## config.mk

```make
export PLATFORM = sky130hd
export DESIGN_NAME = servo_status_packet_parser_core
export DESIGN_NICKNAME = d
export VERILOG_FILES = /design/src/design/sspp_pkg.sv /design/src/design/sspp_in_stage.sv /design/src/design/sspp_parser.sv /design/src/design/sspp_out_stage.sv /design/src/design/servo_status_packet_parser_core.sv
export SDC_FILE = /design/constraint.sdc
export NUM_CORES = 1
export LEC_CHECK = 0
export BUFFER_PORTS_ARGS = -buffer_cell sky130_fd_sc_hd__buf_2
export CORE_ASPECT_RATIO = 1.4
export CORE_MARGIN = 2
export CORE_UTILIZATION = 31
export CTS_CLUSTER_SIZE = 28
export DETAILED_ROUTE_END_ITERATION = 12
export GPL_TIMING_DRIVEN = 0
export PLACE_DENSITY = 0.47
export SYNTH_ARGS = -nofsm -noshare
export SYNTH_HDL_FRONTEND = slang
export SYNTH_SLANG_ARGS = --single-unit
```

## constraint.sdc

```tcl
create_clock -name clk -period 4.34 [get_ports clk]
set_input_delay 0.434 -clock clk [delete_from_list [all_inputs] [get_ports clk]]
set_output_delay 0.434 -clock clk [all_outputs]
set_load 0.01 [all_outputs]
```

## src/design/sspp_pkg.sv

```systemverilog
package sspp_pkg;

  localparam logic [7:0] HDR_BYTE  = 8'hFF;
  localparam logic [8:0] LEN_EXTRA = 9'd2;

  // Configuration register indexes
  localparam logic [1:0] REG_EXPECTED_ID    = 2'd0;
  localparam logic [1:0] REG_PAYLOAD_LENGTH = 2'd1;
  localparam logic [1:0] REG_MATCH_ANY_ID   = 2'd2;

  typedef enum logic [2:0] {
    PH_HUNT = 3'd0,
    PH_LEN  = 3'd1,
    PH_ERR  = 3'd2,
    PH_DATA = 3'd3,
    PH_SUM  = 3'd4,
    PH_DONE = 3'd5
  } phase_t;

  typedef enum logic [1:0] {
    KIND_DATA      = 2'd0,
    KIND_GOOD      = 2'd1,
    KIND_BAD       = 2'd2,
    KIND_NO_PACKET = 2'd3
  } kind_t;

  typedef struct packed {
    logic [7:0] expected_id;
    logic [7:0] payload_length;
    logic       match_any_id;
  } cfg_t;

  typedef struct packed {
    logic [7:0] rx_byte;
    logic       burst_end;
  } item_t;

  typedef struct packed {
    kind_t      kind;
    logic [7:0] data_byte;
    logic [7:0] data_index;
    logic [7:0] servo_id;
    logic [7:0] status_error;
    logic       last;
  } result_t;

endpackage

```

## src/design/sspp_in_stage.sv

```systemverilog
module sspp_in_stage (
  input  logic           clk,
  input  logic           rst,
  input  logic           in_valid,
  output logic           in_ready,
  input  sspp_pkg::item_t in_item,
  input  logic           advance,
  output logic           held_valid,
  output sspp_pkg::item_t held_item
);
  import sspp_pkg::*;

  // Refill in the same cycle the held item moves on
  assign in_ready = !held_valid || advance;

  always_ff @(posedge clk) begin
    if (rst) begin
      held_valid <= 1'b0;
    end else if (in_ready) begin
      held_valid <= in_valid;
    end
  end

  always_ff @(posedge clk) begin
    if (in_ready && in_valid) begin
      held_item <= in_item;
    end
  end

endmodule

```

## src/design/sspp_parser.sv

```systemverilog
module sspp_parser (
  input  logic             clk,
  input  logic             rst,
  input  logic             step_en,
  input  sspp_pkg::item_t  item,
  input  sspp_pkg::cfg_t   cfg,
  output logic             res_valid,
  output sspp_pkg::result_t res
);
  import sspp_pkg::*;

  logic [7:0] window_older, window_older_next;
  logic [7:0] window_newer, window_newer_next;
  phase_t     phase, phase_next;
  logic [7:0] byte_count, byte_count_next;
  logic [7:0] running_sum, running_sum_next;
  logic [7:0] held_id, held_id_next;
  logic [7:0] held_error, held_error_next;
  logic       finished;
  logic [7:0] count_inc;
  logic [7:0] b;

  assign b         = item.rx_byte;
  assign count_inc = byte_count + 8'd1;

  always_comb begin
    window_older_next = window_older;
    window_newer_next = window_newer;
    phase_next        = phase;
    byte_count_next   = byte_count;
    running_sum_next  = running_sum;
    held_id_next      = held_id;
    held_error_next   = held_error;
    finished          = 1'b0;
    res_valid         = 1'b0;
    res               = '0;

    case (phase)
      PH_HUNT: begin
        if (window_older == HDR_BYTE && window_newer == HDR_BYTE && b != HDR_BYTE) begin
          window_older_next = '0;
          window_newer_next = '0;
          if (cfg.match_any_id || b == cfg.expected_id) begin
            held_id_next = b;
            phase_next   = PH_LEN;
          end
        end else begin
          window_older_next = window_newer;
          window_newer_next = b;
        end
      end
      PH_LEN: begin
        // compared without wrap: lengths 254 and 255 never match
        if ({1'b0, b} != {1'b0, cfg.payload_length} + LEN_EXTRA) begin
          window_older_next = '0;
          window_newer_next = '0;
          phase_next        = PH_HUNT;
          byte_count_next   = '0;
          running_sum_next  = '0;
          held_id_next      = '0;
          held_error_next   = '0;
        end else begin
          running_sum_next = held_id + b;
          phase_next       = PH_ERR;
        end
      end
      PH_ERR: begin
        held_error_next  = b;
        running_sum_next = running_sum + b;
        byte_count_next  = '0;
        phase_next       = (cfg.payload_length == 8'd0) ? PH_SUM : PH_DATA;
      end
      PH_DATA: begin
        res_valid          = 1'b1;
        res.kind           = KIND_DATA;
        res.data_byte      = b;
        res.data_index     = byte_count;
        res.servo_id       = held_id;
        res.status_error   = held_error;
        res.last           = 1'b0;
        running_sum_next   = running_sum + b;
        byte_count_next    = count_inc;
        if (count_inc >= cfg.payload_length) begin
          phase_next = PH_SUM;
        end
      end
      PH_SUM: begin
        res_valid        = 1'b1;
        res.kind         = (~running_sum == b) ? KIND_GOOD : KIND_BAD;
        res.servo_id     = held_id;
        res.status_error = held_error;
        res.last         = 1'b1;
        finished         = 1'b1;
        phase_next       = PH_DONE;
      end
      default: begin
        finished   = 1'b1;
        phase_next = PH_DONE;
      end
    endcase

    // Burst end returns the parser to hunting; unless the packet finished, no packet is reported
    if (item.burst_end) begin
      if (!finished) begin
        res_valid = 1'b1;
        res       = '0;
        res.kind  = KIND_NO_PACKET;
        res.last  = 1'b1;
      end
      window_older_next = '0;
      window_newer_next = '0;
      phase_next        = PH_HUNT;
      byte_count_next   = '0;
      running_sum_next  = '0;
      held_id_next      = '0;
      held_error_next   = '0;
    end
  end

  always_ff @(posedge clk) begin
    if (rst) begin
      window_older <= '0;
      window_newer <= '0;
      phase        <= PH_HUNT;
      byte_count   <= '0;
      running_sum  <= '0;
      held_id      <= '0;
      held_error   <= '0;
    end else if (step_en) begin
      window_older <= window_older_next;
      window_newer <= window_newer_next;
      phase        <= phase_next;
      byte_count   <= byte_count_next;
      running_sum  <= running_sum_next;
      held_id      <= held_id_next;
      held_error   <= held_error_next;
    end
  end

  a_burst_end_hunts: assert property (@(posedge clk) disable iff (rst)
    step_en && item.burst_end |=> phase == PH_HUNT && window_older == 8'd0
      && window_newer == 8'd0)
    else $error("burst end did not return parser to hunting");

  a_nonlast_is_data: assert property (@(posedge clk) disable iff (rst)
    step_en && res_valid && !res.last |-> res.kind == KIND_DATA)
    else $error("non-final result is not a payload byte");

  a_done_silent: assert property (@(posedge clk) disable iff (rst)
    step_en && phase == PH_DONE && !item.burst_end |-> !res_valid)
    else $error("result emitted after packet finished");

  a_hunt_no_data: assert property (@(posedge clk) disable iff (rst)
    step_en && (phase == PH_HUNT || phase == PH_LEN || phase == PH_ERR) && res_valid
      |-> res.kind == KIND_NO_PACKET)
    else $error("unexpected result before payload");

endmodule

```

## src/design/sspp_out_stage.sv

```systemverilog
module sspp_out_stage (
  input  logic              clk,
  input  logic              rst,
  input  logic              load,
  input  logic              load_valid,
  input  sspp_pkg::result_t load_res,
  output logic              slot_free,
  output logic              out_valid,
  input  logic              out_ready,
  output sspp_pkg::result_t out_res
);
  import sspp_pkg::*;

  assign slot_free = !out_valid || out_ready;

  always_ff @(posedge clk) begin
    if (rst) begin
      out_valid <= 1'b0;
    end else if (load) begin
      out_valid <= load_valid;
    end else if (out_ready) begin
      out_valid <= 1'b0;
    end
  end

  always_ff @(posedge clk) begin
    if (load && load_valid) begin
      out_res <= load_res;
    end
  end

endmodule

```

## src/design/servo_status_packet_parser_core.sv

```systemverilog
// Status packet parser for a serial-servo bus (protocol 1 framing).
// Slave stream: one received bus byte per transaction in s_tdata, with
// s_tlast marking the last byte of a receive burst.
// Master stream: zero or one result per input byte. m_tuser carries the
// kind (payload byte, packet good, checksum bad, no packet); m_tdata carries
// the payload byte, its index, the servo ID and the error byte; m_tlast is set
// on every end-of-packet or end-of-burst result.
// Configuration: cfg_we writes cfg_data to register cfg_index (0 expected ID,
// 1 payload length, 2 any-ID enable); write only while the block is idle.
// Throughput: one byte per cycle while m_tready stays high; the parse step
// between the input register and the result register is combinational.
// m_tvalid rises once a byte's result is loaded into the result register.
// Reset (rst, synchronous) empties both registers, restores the register
// defaults and puts the parser back to hunting for a header.
// When m_tready is low with a result held, parsing stalls; the input register
// takes a byte only if empty, and s_tready is low until the result drains.
module servo_status_packet_parser_core (
  input  logic        clk,
  input  logic        rst,
  input  logic        s_tvalid,
  output logic        s_tready,
  input  logic [7:0]  s_tdata,   // [7:0] rx_byte
  input  logic        s_tlast,   // burst_end
  output logic        m_tvalid,
  input  logic        m_tready,
  output logic [31:0] m_tdata,   // [7:0] data_byte, [15:8] data_index,
                                 // [23:16] servo_id, [31:24] status_error
  output logic [1:0]  m_tuser,   // [1:0] kind
  output logic        m_tlast,   // last
  input  logic        cfg_we,
  input  logic [1:0]  cfg_index,
  input  logic [7:0]  cfg_data
);
  import sspp_pkg::*;

  cfg_t    cfg;
  item_t   in_item;
  item_t   held_item;
  logic    held_valid;
  logic    slot_free;
  logic    advance;
  logic    res_valid;
  result_t res;
  result_t out_res;

  always_ff @(posedge clk) begin
    if (rst) begin
      cfg.expected_id    <= 8'd1;
      cfg.payload_length <= 8'd2;
      cfg.match_any_id   <= 1'b0;
    end else if (cfg_we) begin
      case (cfg_index)
        REG_EXPECTED_ID:    cfg.expected_id    <= cfg_data;
        REG_PAYLOAD_LENGTH: cfg.payload_length <= cfg_data;
        REG_MATCH_ANY_ID:   cfg.match_any_id   <= cfg_data[0];
        default: ;
      endcase
    end
  end

  assign in_item.rx_byte   = s_tdata;
  assign in_item.burst_end = s_tlast;

  assign advance = held_valid && slot_free;

  sspp_in_stage u_in (
    .clk        (clk),
    .rst        (rst),
    .in_valid   (s_tvalid),
    .in_ready   (s_tready),
    .in_item    (in_item),
    .advance    (advance),
    .held_valid (held_valid),
    .held_item  (held_item)
  );

  sspp_parser u_parser (
    .clk       (clk),
    .rst       (rst),
    .step_en   (advance),
    .item      (held_item),
    .cfg       (cfg),
    .res_valid (res_valid),
    .res       (res)
  );

  sspp_out_stage u_out (
    .clk        (clk),
    .rst        (rst),
    .load       (advance),
    .load_valid (res_valid),
    .load_res   (res),
    .slot_free  (slot_free),
    .out_valid  (m_tvalid),
    .out_ready  (m_tready),
    .out_res    (out_res)
  );

  assign m_tdata = {out_res.status_error, out_res.servo_id,
                    out_res.data_index, out_res.data_byte};
  assign m_tuser = out_res.kind;
  assign m_tlast = out_res.last;

endmodule
```

==> impl_metrics.csv <==
group,metric,value,unit
status,status,"finished, final reports clean",
synthesis,synth_seq_area_share,48.3,%
synthesis,ys_ff_latch,114,
drt,vias,4524,
clock_tree,cts_tree,"built",
synthesis,ys_types,58,
timing,finalCritPeriodShare,68.3,%
timing,clock.fmax,337,MHz
pwr,p_int,2.07,mW
synthesis,synth_top_area_share,24.9,%
floorplanning,die_x,118,µm
grt,grt_pass1_vias,4609,
placed_design,pre_cts_slack,1.43,ns
pwr,switchingPower,0.708,mW
placed_design,io_buffers,59,
timing,finalHoldViolCount,0,
clock_tree,clock_latency,0.43,ns
synthesis,syn_area,5640,µm²
synthesis,synth.area.top_cells,"dfxtp_1, edfxtp_1, ha_1",
timing,timing_max_transition_violations_final,0,
grt,grt_pass1_wl,24200,µm
drt,drc,0,
pwr,pwr-share-comb,6.9,%
floorplanning,coreArea,17900,µm²
timing,min_period,2.96,ns
finish,drive_gt1_share,17.6,%
drt,firstDrtPassIters,5,
timing,slew_headroom,38.9,%
timing,rsz0062_at_grt,"false",
synthesis,synthFlopType,"dfxtp_1",
clock_tree,clockBufferDepth,2,
drt,detail-route-antenna-nets,0,
grt,grt_max_degree,20,
floorplanning,initial_core_util,31.5,%
clock_tree,clockRootBuffer,"clkbuf_16",
worst_setup_path,cp-end-kind,"flip-flop",
floorplanning,dieHeight,164,µm
pwr,power_density,404,nW/µm²
timing,clock_skew,0.0106,ns
synthesis,syn_nets,601,
finish,fin_cells,883,
floorplanning,row_count,58,
clock_tree,hold_buffers,0,
finish,final_area,6870,µm²
drt,drt_first_iter_violations,265,
floorplanning,io_pins,61,
timing,whs,0.187,ns
drt,wire_per_inst,17.1,µm
worst_setup_path,critical_path_arrival,3.33,ns
finish,n_antenna_cell,0,
worst_setup_path,startpoint_type,"flip-flop",
synthesis,syn_avg_cell_area,10.2,µm²
timing,setup_slack,1.38,ns
worst_setup_path,crit_type,"flip-flop to flip-flop",
pwr,power_leakage,2.70,nW
drt,viasPerCell,5.12,
clock_tree,htreeDepth,4,
drt,routed_wl,15100,µm
min_path,hold_class,"primary input to flip-flop",
pwr,power_frac_seq,41.5,%
finish,utilization,38.3,%
worst_setup_path,crit_fanout,10,
placed_design,post_dp_cell_area,6270,µm²
timing,fin_setup_tns,0,ns
clock_tree,ctsResizeCount,0,
worst_setup_path,worstPathRequired,4.71,ns
pwr,irDropWorstVdd,181,µV
timing,setup_violations,0,
clock_tree,post_cts_buffers,0,
clock_tree,cts_sinks,114,
timing,worst_pin_slew,0.914,ns
grt,grt-ovfl-total,0,
pwr,power,2.78,mW
clock_tree,clk_pin_slew,0.06,ns
placed_design,dp_hpwl,11200,µm
placed_design,dp_cells,851,
finish,final_nets,680,
grt,gr-usage-all-layers,16.2,%
finish,areaGrowthSynthToFinish,21.9,%
placed_design,gp_congestion,0.849,
synthesis,yosysWarnings,0,
synthesis,yosys.area.top_type,"dfxtp_1",
grt,antenna_found_initial,0,
floorplanning,dieArea,19300,µm²
worst_setup_path,rrSetupSlack,1.38,ns
job,maxCapViolations,0,
synthesis,synth_edf_count,44,
pwr,p_sw_share,25.5,%
pwr,p_clk_share,51.6,%
synthesis,ys_async_sr_fraction,0,%
synthesis,synthCells,551,
clock_tree,cts_buffers,17,
-- path summary, 6_finish.rpt --
check / start / to / cells after the start
worst min-delay path: s_tdata[7] / u_in.held_item[8] / 1
worst max-delay path: u_in.held_item[7] / u_parser.window_newer[4] / 6
worst max register to register: u_in.held_item[7] / u_parser.window_newer[4] / 6
worst min register to register: u_parser.held_error[1] / u_parser.held_error[1] / 2
-- cell families (layout without fill, tap and decap cells) --
logic type               after synthesis  in the layout  synth area share (%)
AND/OR/NAND/NOR                      181            181                  17.2
adder cells (fa/ha/maj)               26             26                  6.04
multiplexers                          16             16                  2.84
flip-flops                           114            114                  48.3
AO/OA/AOI/OAI                        132            132                  16.5
buffers and inverters                 46            138                  3.46
XOR/XNOR                              36             36                  5.59
-- placed cells by master (no fill, tap or decap), types with 6 or more instances in the layout --
master	n
nor2b_1	21
a22o_1	23
nor3_1	6
nor4_1	6
inv_6	6
xnor2_1	16
clkbuf_16	17
a32oi_1	10
buf_2	64
a21oi_1	31
dfxtp_1	70
o21ai_0	24
nor2_1	41
ha_1	24
inv_1	14
clkbuf_1	19
nand2_1	32
o31ai_1	7
xor2_1	20
edfxtp_1	44
mux2i_1	16
nand4_1	11
nand3_1	15
and2_1	20
-- flip-flops by register name, indices dropped and copies added (netlist names) --
name	cells
u_parser.held_id	8
u_parser.window_older	8
u_in.held_valid	1
u_out.out_valid	1
u_parser.held_error	8
u_parser.phase	3
u_parser.byte_count	8
u_in.held_item	9
u_parser.window_newer	8
u_parser.running_sum	8
cfg	17
u_out.out_res	35
-- critical path: stages, from the launching register on --
cell and delay, ns:
edfxtp_1 0.38, clkbuf_1 0.53, nand4_1 0.15, o21ai_0 0.38
nor3b_1 0.80, clkbuf_1 0.43, a22o_1 0.23
-- cell usage after synthesis (7+ instances only) --
cell type   n
inv_1      14
edfxtp_1   44
o31ai_1     7
xnor2_1    16
ha_1       24
a32oi_1    10
mux2i_1    16
o21ai_0    24
nor2_1     41
nand4_1    11
and2_1     20
a22o_1     23
clkbuf_1   19
nor2b_1    21
xor2_1     20
a21oi_1    32
dfxtp_1    70
nand3_1    15
nand2_1    32
-- final cells by class --
cell class	instances	area, µm²
clock inverters	15	174
multi-input cells	391	2730
plain buffers	31	139
flip-flops and latches	114	2720
repair buffers	60	323
well taps	240	300
inverters	15	56.3
fillers	1793	11100
clock buffers	17	425
-- routing by layer --
layer  track usage (%)  routed length, µm  vias to the layer above
li1                  -                  -                     2191
met1              19.0               6600                     2198
met2              28.9               7560                      116
met3              3.46                623                       19
met4              6.57                329                        0
met5                 0                  0                        -
-- power by group through the flow --
stage / Clock (mW) / Sequential (mW) / Combinational, mW
global placement: 0 / 1.18 / 0.184
CTS: 1.45 / 1.15 / 0.191
floorplan: 0 / 1.17 / 0.121
detailed placement: 0 / 1.17 / 0.190
global route: 1.50 / 1.15 / 0.209
finish: 1.43 / 1.15 / 0.190
(Power assumes the default switching activity.)
